==> src/hdl/sipd_pkg.sv <==
`timescale 1ns / 1ps
// ----------------------------------------------------------------------------
// sipd_pkg
// Shared widths and prefix tree node codes for the signed integer prefix
// decoder.
// ----------------------------------------------------------------------------
package sipd_pkg;

   localparam int VALUE_W = 16;   // decoded value, two's complement
   localparam int MAG_W   = 15;   // magnitude before sign handling
   localparam int ACC_W   = 14;   // suffix accumulator
   localparam int CLASS_W = 4;    // class index and suffix count

   // Prefix tree nodes. NODE_EXTRA gathers the low class bits.
   typedef enum logic [2:0] {
      NODE_ROOT  = 3'd0,
      NODE_0     = 3'd1,
      NODE_1     = 3'd2,
      NODE_01    = 3'd3,
      NODE_11    = 3'd4,
      NODE_111   = 3'd5,
      NODE_1111  = 3'd6,
      NODE_EXTRA = 3'd7
   } node_type;

   // Class base values of the prefix tree and the class of prefix 11110
   localparam logic [CLASS_W-1:0] CLASS_BASE_10    = 4'd3;
   localparam logic [CLASS_W-1:0] CLASS_BASE_110   = 4'd7;
   localparam logic [CLASS_W-1:0] CLASS_BASE_1110  = 4'd11;
   localparam logic [CLASS_W-1:0] CLASS_13         = 4'd13;
   localparam logic [CLASS_W-1:0] CLASS_BASE_11111 = 4'd14;

endpackage

==> src/hdl/signed_int_prefix_decoder.sv <==
`timescale 1ns / 1ps
// ----------------------------------------------------------------------------
// signed_int_prefix_decoder
// Bit-serial decoder for a static prefix code of integers. Optional sign bit,
// prefix tree giving a class k, then k-1 suffix bits if k >= 2, MSB first.
// ----------------------------------------------------------------------------
//  channel   direction  handshake              payload
//  req       in         req_valid / req_stall  req_code_bit (1)
//  rsp       out        rsp_valid / rsp_stall  rsp_decoded_value (16, signed)
//  csr       in         csr_write_enable       csr_write_data (signed_mode)
//
//  One code bit per cycle while req_stall is low; the decoder state is updated
//  in the cycle the bit is accepted, and a finished value goes into the output
//  register, or into the skid entry if the output is held. A two-entry output
//  (register plus skid) lets bits keep flowing while a result waits; req_stall
//  rises only when both entries are full. Synchronous reset clears the decoder
//  to the start of a codeword, empties the output and sets signed_mode to 1.
// ----------------------------------------------------------------------------
module signed_int_prefix_decoder (
   input  logic                                 clock,
   input  logic                                 reset,
   input  logic                                 req_valid,
   output logic                                 req_stall,
   input  logic                                 req_code_bit,
   output logic                                 rsp_valid,
   input  logic                                 rsp_stall,
   output logic signed [sipd_pkg::VALUE_W-1:0]  rsp_decoded_value,
   input  logic                                 csr_write_enable,
   input  logic                                 csr_write_data
);

   typedef enum logic [1:0] {
      PH_START  = 2'd0,
      PH_PREFIX = 2'd1,
      PH_SUFFIX = 2'd2
   } phase_type;

   localparam int VW = sipd_pkg::VALUE_W;
   localparam int MW = sipd_pkg::MAG_W;
   localparam int AW = sipd_pkg::ACC_W;
   localparam int CW = sipd_pkg::CLASS_W;

   phase_type          phase_ff, phase_in;
   sipd_pkg::node_type node_ff, node_in;
   logic [CW-1:0]      class_ff, class_in;
   logic [CW-1:0]      left_ff, left_in;
   logic [AW-1:0]      acc_ff, acc_in;
   logic               neg_ff, neg_in;
   logic               signed_mode_ff;

   logic               out_valid_ff, skid_valid_ff;
   logic [VW-1:0]      out_value_ff, skid_value_ff;

   logic               accept, hit;
   logic [VW-1:0]      hit_value;

   // prefix walk inputs and class_done hand-off
   sipd_pkg::node_type pre_node;
   logic [CW-1:0]      pre_class, pre_left, left_dec, cls_sum;
   logic               pre_neg, run_prefix, cd_go;
   logic [CW-1:0]      cd_k;
   logic [MW-1:0]      mag;
   logic [AW-1:0]      acc_shift;
   logic               neg_use;

   assign accept = req_valid & ~req_stall;

   always_comb begin
      phase_in   = phase_ff;
      node_in    = node_ff;
      class_in   = class_ff;
      left_in    = left_ff;
      acc_in     = acc_ff;
      neg_in     = neg_ff;
      hit        = 1'b0;
      mag        = '0;
      neg_use    = neg_ff;
      run_prefix = 1'b0;
      pre_node   = node_ff;
      pre_class  = class_ff;
      pre_left   = left_ff;
      pre_neg    = neg_ff;
      cd_go      = 1'b0;
      cd_k       = '0;
      left_dec   = '0;
      cls_sum    = '0;
      acc_shift  = {acc_ff[AW-2:0], req_code_bit};

      if (accept) begin
         case (phase_ff)
            PH_SUFFIX: begin
               acc_in  = acc_shift;
               left_in = (left_ff != '0) ? left_ff - CW'(1) : left_ff;
               if (left_in == '0) begin
                  hit = 1'b1;
                  if (class_ff != '0) begin
                     mag = (MW'(1) << (class_ff - CW'(1))) + MW'(acc_shift);
                  end else begin
                     mag = MW'(acc_shift);
                  end
               end
            end
            PH_PREFIX: begin
               run_prefix = 1'b1;
            end
            default: begin
               // start of a codeword
               node_in  = sipd_pkg::NODE_ROOT;
               class_in = '0;
               left_in  = '0;
               acc_in   = '0;
               neg_in   = 1'b0;
               if (signed_mode_ff) begin
                  neg_in   = req_code_bit;
                  phase_in = PH_PREFIX;
               end else begin
                  run_prefix = 1'b1;
                  pre_node   = sipd_pkg::NODE_ROOT;
                  pre_class  = '0;
                  pre_left   = '0;
                  pre_neg    = 1'b0;
               end
            end
         endcase
      end

      if (run_prefix) begin
         phase_in = PH_PREFIX;
         neg_use  = pre_neg;
         case (pre_node)
            sipd_pkg::NODE_ROOT: begin
               node_in = req_code_bit ? sipd_pkg::NODE_1 : sipd_pkg::NODE_0;
            end
            sipd_pkg::NODE_0: begin
               if (!req_code_bit) begin
                  cd_go = 1'b1;
                  cd_k  = '0;
               end else begin
                  node_in = sipd_pkg::NODE_01;
               end
            end
            sipd_pkg::NODE_01: begin
               cd_go = 1'b1;
               cd_k  = CW'(1) + CW'(req_code_bit);
            end
            sipd_pkg::NODE_1: begin
               if (!req_code_bit) begin
                  node_in  = sipd_pkg::NODE_EXTRA;
                  class_in = sipd_pkg::CLASS_BASE_10;
                  left_in  = CW'(2);
               end else begin
                  node_in = sipd_pkg::NODE_11;
               end
            end
            sipd_pkg::NODE_11: begin
               if (!req_code_bit) begin
                  node_in  = sipd_pkg::NODE_EXTRA;
                  class_in = sipd_pkg::CLASS_BASE_110;
                  left_in  = CW'(2);
               end else begin
                  node_in = sipd_pkg::NODE_111;
               end
            end
            sipd_pkg::NODE_111: begin
               if (!req_code_bit) begin
                  node_in  = sipd_pkg::NODE_EXTRA;
                  class_in = sipd_pkg::CLASS_BASE_1110;
                  left_in  = CW'(1);
               end else begin
                  node_in = sipd_pkg::NODE_1111;
               end
            end
            sipd_pkg::NODE_1111: begin
               if (!req_code_bit) begin
                  cd_go = 1'b1;
                  cd_k  = sipd_pkg::CLASS_13;
               end else begin
                  node_in  = sipd_pkg::NODE_EXTRA;
                  class_in = sipd_pkg::CLASS_BASE_11111;
                  left_in  = CW'(1);
               end
            end
            default: begin
               // low class bits, MSB first, added onto the base
               if (pre_left == '0) begin
                  cd_go = 1'b1;
                  cd_k  = pre_class;
               end else begin
                  left_dec = pre_left - CW'(1);
                  cls_sum  = pre_class + (CW'(req_code_bit) << left_dec);
                  left_in  = left_dec;
                  class_in = cls_sum;
                  if (left_dec == '0) begin
                     cd_go = 1'b1;
                     cd_k  = cls_sum;
                  end
               end
            end
         endcase

         if (cd_go) begin
            class_in = cd_k;
            if (cd_k <= CW'(1)) begin
               hit = 1'b1;
               mag = MW'(cd_k);
            end else begin
               phase_in = PH_SUFFIX;
               left_in  = cd_k - CW'(1);
               acc_in   = '0;
            end
         end
      end

      if (hit) begin
         // codeword done: back to the start state
         phase_in = PH_START;
         node_in  = sipd_pkg::NODE_ROOT;
         class_in = '0;
         left_in  = '0;
         acc_in   = '0;
         neg_in   = 1'b0;
      end
   end

   assign hit_value = neg_use ? ~{1'b0, mag} : {1'b0, mag};

   always_ff @(posedge clock) begin
      if (reset) begin
         phase_ff       <= PH_START;
         node_ff        <= sipd_pkg::NODE_ROOT;
         class_ff       <= '0;
         left_ff        <= '0;
         acc_ff         <= '0;
         neg_ff         <= 1'b0;
         signed_mode_ff <= 1'b1;
      end else begin
         phase_ff <= phase_in;
         node_ff  <= node_in;
         class_ff <= class_in;
         left_ff  <= left_in;
         acc_ff   <= acc_in;
         neg_ff   <= neg_in;
         if (csr_write_enable) begin
            signed_mode_ff <= csr_write_data;
         end
      end
   end

   // output register with a skid entry behind it
   always_ff @(posedge clock) begin
      if (reset) begin
         out_valid_ff  <= 1'b0;
         skid_valid_ff <= 1'b0;
      end else if (!out_valid_ff || !rsp_stall) begin
         if (skid_valid_ff) begin
            out_valid_ff  <= 1'b1;
            skid_valid_ff <= hit;
         end else begin
            out_valid_ff  <= hit;
            skid_valid_ff <= 1'b0;
         end
      end else if (hit) begin
         skid_valid_ff <= 1'b1;
      end
   end

   always_ff @(posedge clock) begin
      if (!out_valid_ff || !rsp_stall) begin
         out_value_ff  <= skid_valid_ff ? skid_value_ff : hit_value;
         skid_value_ff <= hit_value;
      end else if (hit) begin
         skid_value_ff <= hit_value;
      end
   end

   assign req_stall         = skid_valid_ff;
   assign rsp_valid         = out_valid_ff;
   assign rsp_decoded_value = out_value_ff;

endmodule

==> config.mk <==
export PLATFORM = sky130hd
export DESIGN_NAME = signed_int_prefix_decoder
export DESIGN_NICKNAME = d
export VERILOG_FILES = /design/src/hdl/sipd_pkg.sv /design/src/hdl/signed_int_prefix_decoder.sv
export SDC_FILE = /design/constraint.sdc
export NUM_CORES = 1
export LEC_CHECK = 0
export BUFFER_PORTS_ARGS = -buffer_cell sky130_fd_sc_hd__clkbuf_2
export CORE_UTILIZATION = 36
export CTS_BUF_LIST = sky130_fd_sc_hd__clkbuf_4 sky130_fd_sc_hd__clkbuf_8
export CTS_CLUSTER_DIAMETER = 80
export DETAILED_ROUTE_END_ITERATION = 12
export GPL_TIMING_DRIVEN = 0
export HOLD_SLACK_MARGIN = 0.06
export REMOVE_ABC_BUFFERS = 1
export SLEW_MARGIN = 10
export SYNTH_ARGS = -nofsm -noshare
export SYNTH_HDL_FRONTEND = slang
export SYNTH_SLANG_ARGS = --single-unit
==> constraint.sdc <==
create_clock -name clock -period 8.85 [get_ports clock]
set_input_delay 2.2125 -clock clock [delete_from_list [all_inputs] [get_ports clock]]
set_output_delay 2.2125 -clock clock [all_outputs]
set_load 0.1 [all_outputs]
### Word level (Yosys, flattened, before mapping)

Cells that the tools add are included.

* input bits: 7
* output and inout bits: 18
* bits in registers: 63

* bitwise logic cells: 4
* reduce and logical (&&, ||, !) cells: 21
* shift operators: 2
* add/sub/neg operators: 7
* multiplexer cells: 90
* order comparisons: 1
* equal/unequal tests: 9

Operator list (number)
* $mux 4: 28
* $mux 15: 7
* $mux 16: 4
* $mux 14: 4
* $pmux 14 s2: 1
* $mux 3: 8
* $mux 1: 22
* $pmux 4 s5: 1
* $mux 2: 9
* $pmux 3 s6: 1
* $not 15->16: 1
* $pmux 4 s4: 1
* $sub 4x1->4 const B: 4
* $add 15x14->15: 1
* $shl 1x4->15 const A: 1
* $logic_not 4->1: 3
* $pmux 4 s3: 1
* $eq 3x3->1 const B: 3
* $pmux 4 s2: 1
* $reduce_bool 4->1: 2
* $reduce_or 2->1: 4
* $eq 3x2->1 const B: 2
* $reduce_bool 2->1: 3
* $reduce_or 5->1: 1
* other kinds (19): 21

### Longest topological paths before layout

* depth after elaboration: 19
* gate-level depth with buffers: 23

### Worst setup path before layout

OpenSTA, ideal clock, no wires.

* kind: in2reg
* from: input req_valid
* to: register out_value_ff[4] (netlist: rsp_decoded_value[4]) (data pin)
* cell stages on the path: 18
* data arrival time: 6.392 ns
* slack: 2.198 ns
* buffers on the path: 3
* data required time: 8.590 ns
* cells stage by stage: nand4bb_1 -> clkbuf_1 -> clkbuf_1 -> nand2_1 -> ha_1 -> or4_1 -> nor3_1 -> fa_1 -> o2bb2ai_1 -> inv_1 -> ha_1 -> o22ai_1 -> o41a_1 -> a21oi_4 -> buf_6 -> nor2_4 -> xnor2_1 -> mux2_2

* longest elaborated chain between the ends: 16

Ends and longest elaborated chain
* start: declaration: line signed_int_prefix_decoder.sv:22 `input logic req_valid,`
* $and 1x1->1 (*): line signed_int_prefix_decoder.sv:66 `assign accept = req_valid & ~req_stall;`
* $mux 4: line signed_int_prefix_decoder.sv:89 `if (accept) begin`
* $sub 4x1->4: line signed_int_prefix_decoder.sv:189 `left_dec = pre_left - CW'(1);`
* $shl 1x4->4: line signed_int_prefix_decoder.sv:190 `cls_sum = pre_class + (CW'(req_code_bit) << left_dec);`
* $add 4x4->4: line signed_int_prefix_decoder.sv:190
* $mux 4: line signed_int_prefix_decoder.sv:193 `if (left_dec == '0) begin`
* $mux 4: line signed_int_prefix_decoder.sv:185 `if (pre_left == '0) begin`
* $pmux 4 s3: line signed_int_prefix_decoder.sv:130 `case (pre_node)`
* $mux 4: line signed_int_prefix_decoder.sv:127 `if (run_prefix) begin`
* $le 4x1->1: line signed_int_prefix_decoder.sv:203 `if (cd_k <= CW'(1)) begin`
* $mux 15: line signed_int_prefix_decoder.sv:203
* $mux 15: line signed_int_prefix_decoder.sv:201 `if (cd_go) begin`
* $mux 15: line signed_int_prefix_decoder.sv:127
* $not 15->16: line signed_int_prefix_decoder.sv:225 `assign hit_value = neg_use ? ~{1'b0, mag} : {1'b0, mag};`
* $mux 16 (*): line signed_int_prefix_decoder.sv:225
* via hit_value[4]: line signed_int_prefix_decoder.sv:55 `logic [VW-1:0] hit_value;`
* $mux 16 (*): line signed_int_prefix_decoder.sv:269 `out_value_ff <= skid_valid_ff ? skid_value_ff : hit_value;`
* end signal: assignment: line signed_int_prefix_decoder.sv:269
* end: declaration: line signed_int_prefix_decoder.sv:52 `logic [VW-1:0] out_value_ff, skid_value_ff;`

Mark *: on every way through the listed nets, which the timed path passes. The rest lies on a longest branch. The select of a mux whose other input is x is not followed.
A chain may end at the register's enable or synchronous reset.

### Worst setup path in the final report

* from: input req_valid
* to: register out_value_ff[3] (netlist: rsp_decoded_value[3]) (data pin)

Same word-level chain as after synthesis.

==> metrics.cfg <==
[clock_network]
tritoncts = built
cts_post_setup_buffers_inserted = 0
clock_sink_total = 62
holdBufCountCts = 0
cts-root-to-sink-buffers = 2
clock_transition_at_the_registers_of_the_reported_paths_ns = 0.07
cts_max_level = 3
buffer_cell_driving_the_clock_tree_root = sky130_fd_sc_hd__clkbuf_8
worst_skew_pair.late_latency_ns = 0.36
post_cts.resized_instances = 0
cts-buffers-inserted = 9

[yosys]
synth_flop_cell = sky130_fd_sc_hd__edfxtp_1
netlist_area_before_placement_um2 = 4920
post_synth_num_cell_types = 77
asyncSetResetFlopFracSynth_pct = 0
synth-edff-count = 32
postSynthAreaPerCell_um2 = 8.23
synthCells = 598
synth-warning-count = 0
synth-seq-cells = 62
share_of_the_yosys_chip_area_belonging_to_registers_pct = 31.7

[sta]
setup_tns_ns = 0
slew_headroom_pct = 25.9
rsz_0062_raised_after_global_routing = false
setup_slack_after_layout_ns = 1.30
maxClockFrequency_mhz = 132
tightest_slew_ns = 1.11
finalSetupViolCount = 0
slew_viol_final = 0
final_hold_viol_count = 0
clock_skew_ns = 0.0146
final.min_clock_period_ns = 7.55
period_share_pct = 85.3
hold_slack_ns = 0.479

[placement]
place_hpwl_um = 9580
place_congestion = 0.926
post-place-ws_ns = 1.04
port_buffers = 24

[floorplan]
ios = 25
dieArea_um2 = 14100
floorplan.core_area_um2 = 13300
start_util_pct = 37.0
rows = 42
die_height_um = 119
die_width_um = 119

[grt]
grt_max_degree = 28
first_global_vias = 4238
wire_length_of_the_first_global_routing_pass_um = 21800
grtUsageTotal_pct = 19.3
grt_overflow = 0
number_of_antenna_violations_at_the_first_check_in_global_routing = 0

[layout]
area_growth_pct = 7.37
final.fill_count = 1322
antenna_cells_inserted = 0
proportion_of_layout_cells_with_a_drive_suffix_above_1_pct = 12.5
seq_area_um2 = 1560
nNetsFinal = 627
footprint_of_the_multi_input_gates_um2 = 3140

[drt]
wire_per_inst_um = 17.2
finalWirelength_um = 13400
ant_nets = 0
initialDrtViolationCount = 436
number_of_iterations_in_the_first_detailed_routing_pass = 5
drc = 0
vias = 4493
vias_per_cell = 5.79

[setup_path]
worst_r2r_path_depth = 17
regToRegSetupSlack_ns = 2.48
worst_r2r_endpoint = rsp_decoded_value[3]
r2r_start = phase_ff[0]
worstSetupEndpointType = register
maximum_net_fanout_on_the_critical_path = 22
cell_with_the_most_instances_on_the_worst_path = sky130_fd_sc_hd__ha_1
timing.critical_path.from_type = primary input
timing.critical_path.arrival_ns = 7.65
crit_path_max_incr_delay_ns = 0.88
path_cells = clkbuf_2, nand4bb_1, nand2_1, ha_1, or4_1, nor3_1, fa_1, o2bb2ai_1, inv_1, ha_1, o22ai_1, o41a_1, a21oi_4, a21oi_1, xnor2_1, mux2_2
cp.required_ns = 8.96
criticalPathCategory = in2reg
slowest_stage = sky130_fd_sc_hd__nand4bb_1

[min_path]
holdPathEnd = neg_ff
min_path_type = reg2reg
worst_hold_startpoint = neg_ff
worst_hold_path.num_cells = 2

[power_and_ir_drop]
finalPower_uw = 653
p_leak_uw = 0.00201
ir_drop_mv = 0.0569
pwr_density_cell_nw_per_um2 = 124

[run_status]
status = complete, no violations

[run]
maxCapViolations = 0

worst max-delay path by stage:
| stage | start | to | slack (ns) |
|---|---|---|---|
| finish | req_valid | rsp_decoded_value[3] | 1.30 |
| global route | req_valid | rsp_decoded_value[3] | 1.04 |
| CTS | req_valid | rsp_decoded_value[3] | 1.40 |
| detailed placement | req_valid | rsp_decoded_value[3] | 1.04 |
| global placement | req_valid | rsp_decoded_value[3] | 1.17 |
| floorplan | req_valid | rsp_decoded_value[11] | 2.27 |
flip-flops by register name, indices dropped and copies added, names as in the netlist:
| name | count |
|---|---|
| left_ff | 4 |
| acc_ff | 13 |
| req_stall | 1 |
| class_ff | 4 |
| node_ff | 3 |
| phase_ff | 2 |
| signed_mode_ff | 1 |
| skid_value_ff | 16 |
| rsp_valid | 1 |
| neg_ff | 1 |
| rsp_decoded_value | 16 |
power breakdown:
| part | leakage (uW) | internal, uW | switching, uW |
|---|---|---|---|
| sequential | 0.000628 | 313 | 9.46 |
| combinational | 0.00129 | 26.3 | 79.4 |
| clock | 0.0000914 | 102 | 122 |
placed cells by master, fill, tap and decap left out, drive strengths merged, types with 7 or more instances in the layout:
master and n:
mux2 12, nor2 76, dfxtp 30, ha 23, nand2 62, a32oi 7, a21o 7, inv 16
nor2b 8, a22oi 16, o21ai 25, clkbuf 33, a21oi 49, and2 9, nand2b 12, xnor2 29
a31oi 10, mux2i 8, nor3 19, edfxtp 32, a211oi 11, clkinv 7, nand3 14
per-stage QoR:
stage | util (%) | area (um^2) | instances
2_1_floorplan | - | 4750 | 559
3_3_place_gp | 38.3 | 5090 | 759
3_5_place_dp | 38.4 | 5110 | 760
4_1_cts | 39.7 | 5280 | 776
5_1_grt | 39.7 | 5280 | 776
6_report | 39.7 | 5280 | 776
synthesized netlist by cell type, types with 6 or more instances:
library cell               number  area [um^2]
sky130_fd_sc_hd__a211oi_1       8         60.1
sky130_fd_sc_hd__o21ai_0       24          120
sky130_fd_sc_hd__mux2i_1        8         80.1
sky130_fd_sc_hd__xnor2_1       29          254
sky130_fd_sc_hd__nand3_1       14         70.1
sky130_fd_sc_hd__a21o_1         7         52.6
sky130_fd_sc_hd__a32oi_1        7         61.3
sky130_fd_sc_hd__mux2_2        12          135
sky130_fd_sc_hd__nand4_1        6         37.5
sky130_fd_sc_hd__nand2_1       61          229
sky130_fd_sc_hd__nor3_1        18         90.1
sky130_fd_sc_hd__and2_1         9         56.3
sky130_fd_sc_hd__nand2b_1      12         75.1
sky130_fd_sc_hd__inv_1         14         52.6
sky130_fd_sc_hd__a21oi_1       48          240
sky130_fd_sc_hd__clkbuf_1      29          109
sky130_fd_sc_hd__nor2b_1        8         50.1
sky130_fd_sc_hd__edfxtp_1      32          961
sky130_fd_sc_hd__dfxtp_1       30          601
sky130_fd_sc_hd__or3_1          6         37.5
sky130_fd_sc_hd__nor2_1        75          282
sky130_fd_sc_hd__a31oi_1       10         62.6
sky130_fd_sc_hd__ha_1          23          288
sky130_fd_sc_hd__a22oi_1       16          120
metal layers:
metal	part of all wire, %	up-vias	track usage [%]
li1	-	2184	-
met1	47	2128	26.6
met2	45	163	30.4
met3	6.2	18	3.45
met4	1.7	0	6.72
met5	0	-	0
final cells by class:
| type | count | area share (%) |
|---|---|---|
| flip-flops and latches | 62 | 29.6 |
| clock buffers | 9 | 2.34 |
| repair buffers | 25 | 2.49 |
| multi-input cells | 481 | 59.4 |
| clock inverters | 7 | 0.924 |
| inverters | 16 | 1.14 |
| well taps | 176 | 4.17 |
critical path, delay by kind of cell:
kind,cells,cell delay (ns)
muxes,1,0.28
and+or+nand+nor,4,2.09
AOI/OAI and AO/OA,5,1.56
xor gates and xnor gates,1,0.19
buffers and inverters,2,0.27
adders and majority gates,3,1.03
logic make-up (layout without fill, tap and decap cells):
kind of cell	after synthesis	in the layout	share of synthesized area, %
multiplexers	20	20	4.37
buffers and inverters	55	57	4.65
XOR/XNOR	31	31	5.52
flip-flops	62	62	31.7
AO/OA/AOI/OAI	161	161	22.0
adder cells (fa/ha/maj)	26	26	6.87
AND/OR/NAND/NOR	243	243	24.8
Note: power is estimated with default switching activity, not from simulation.
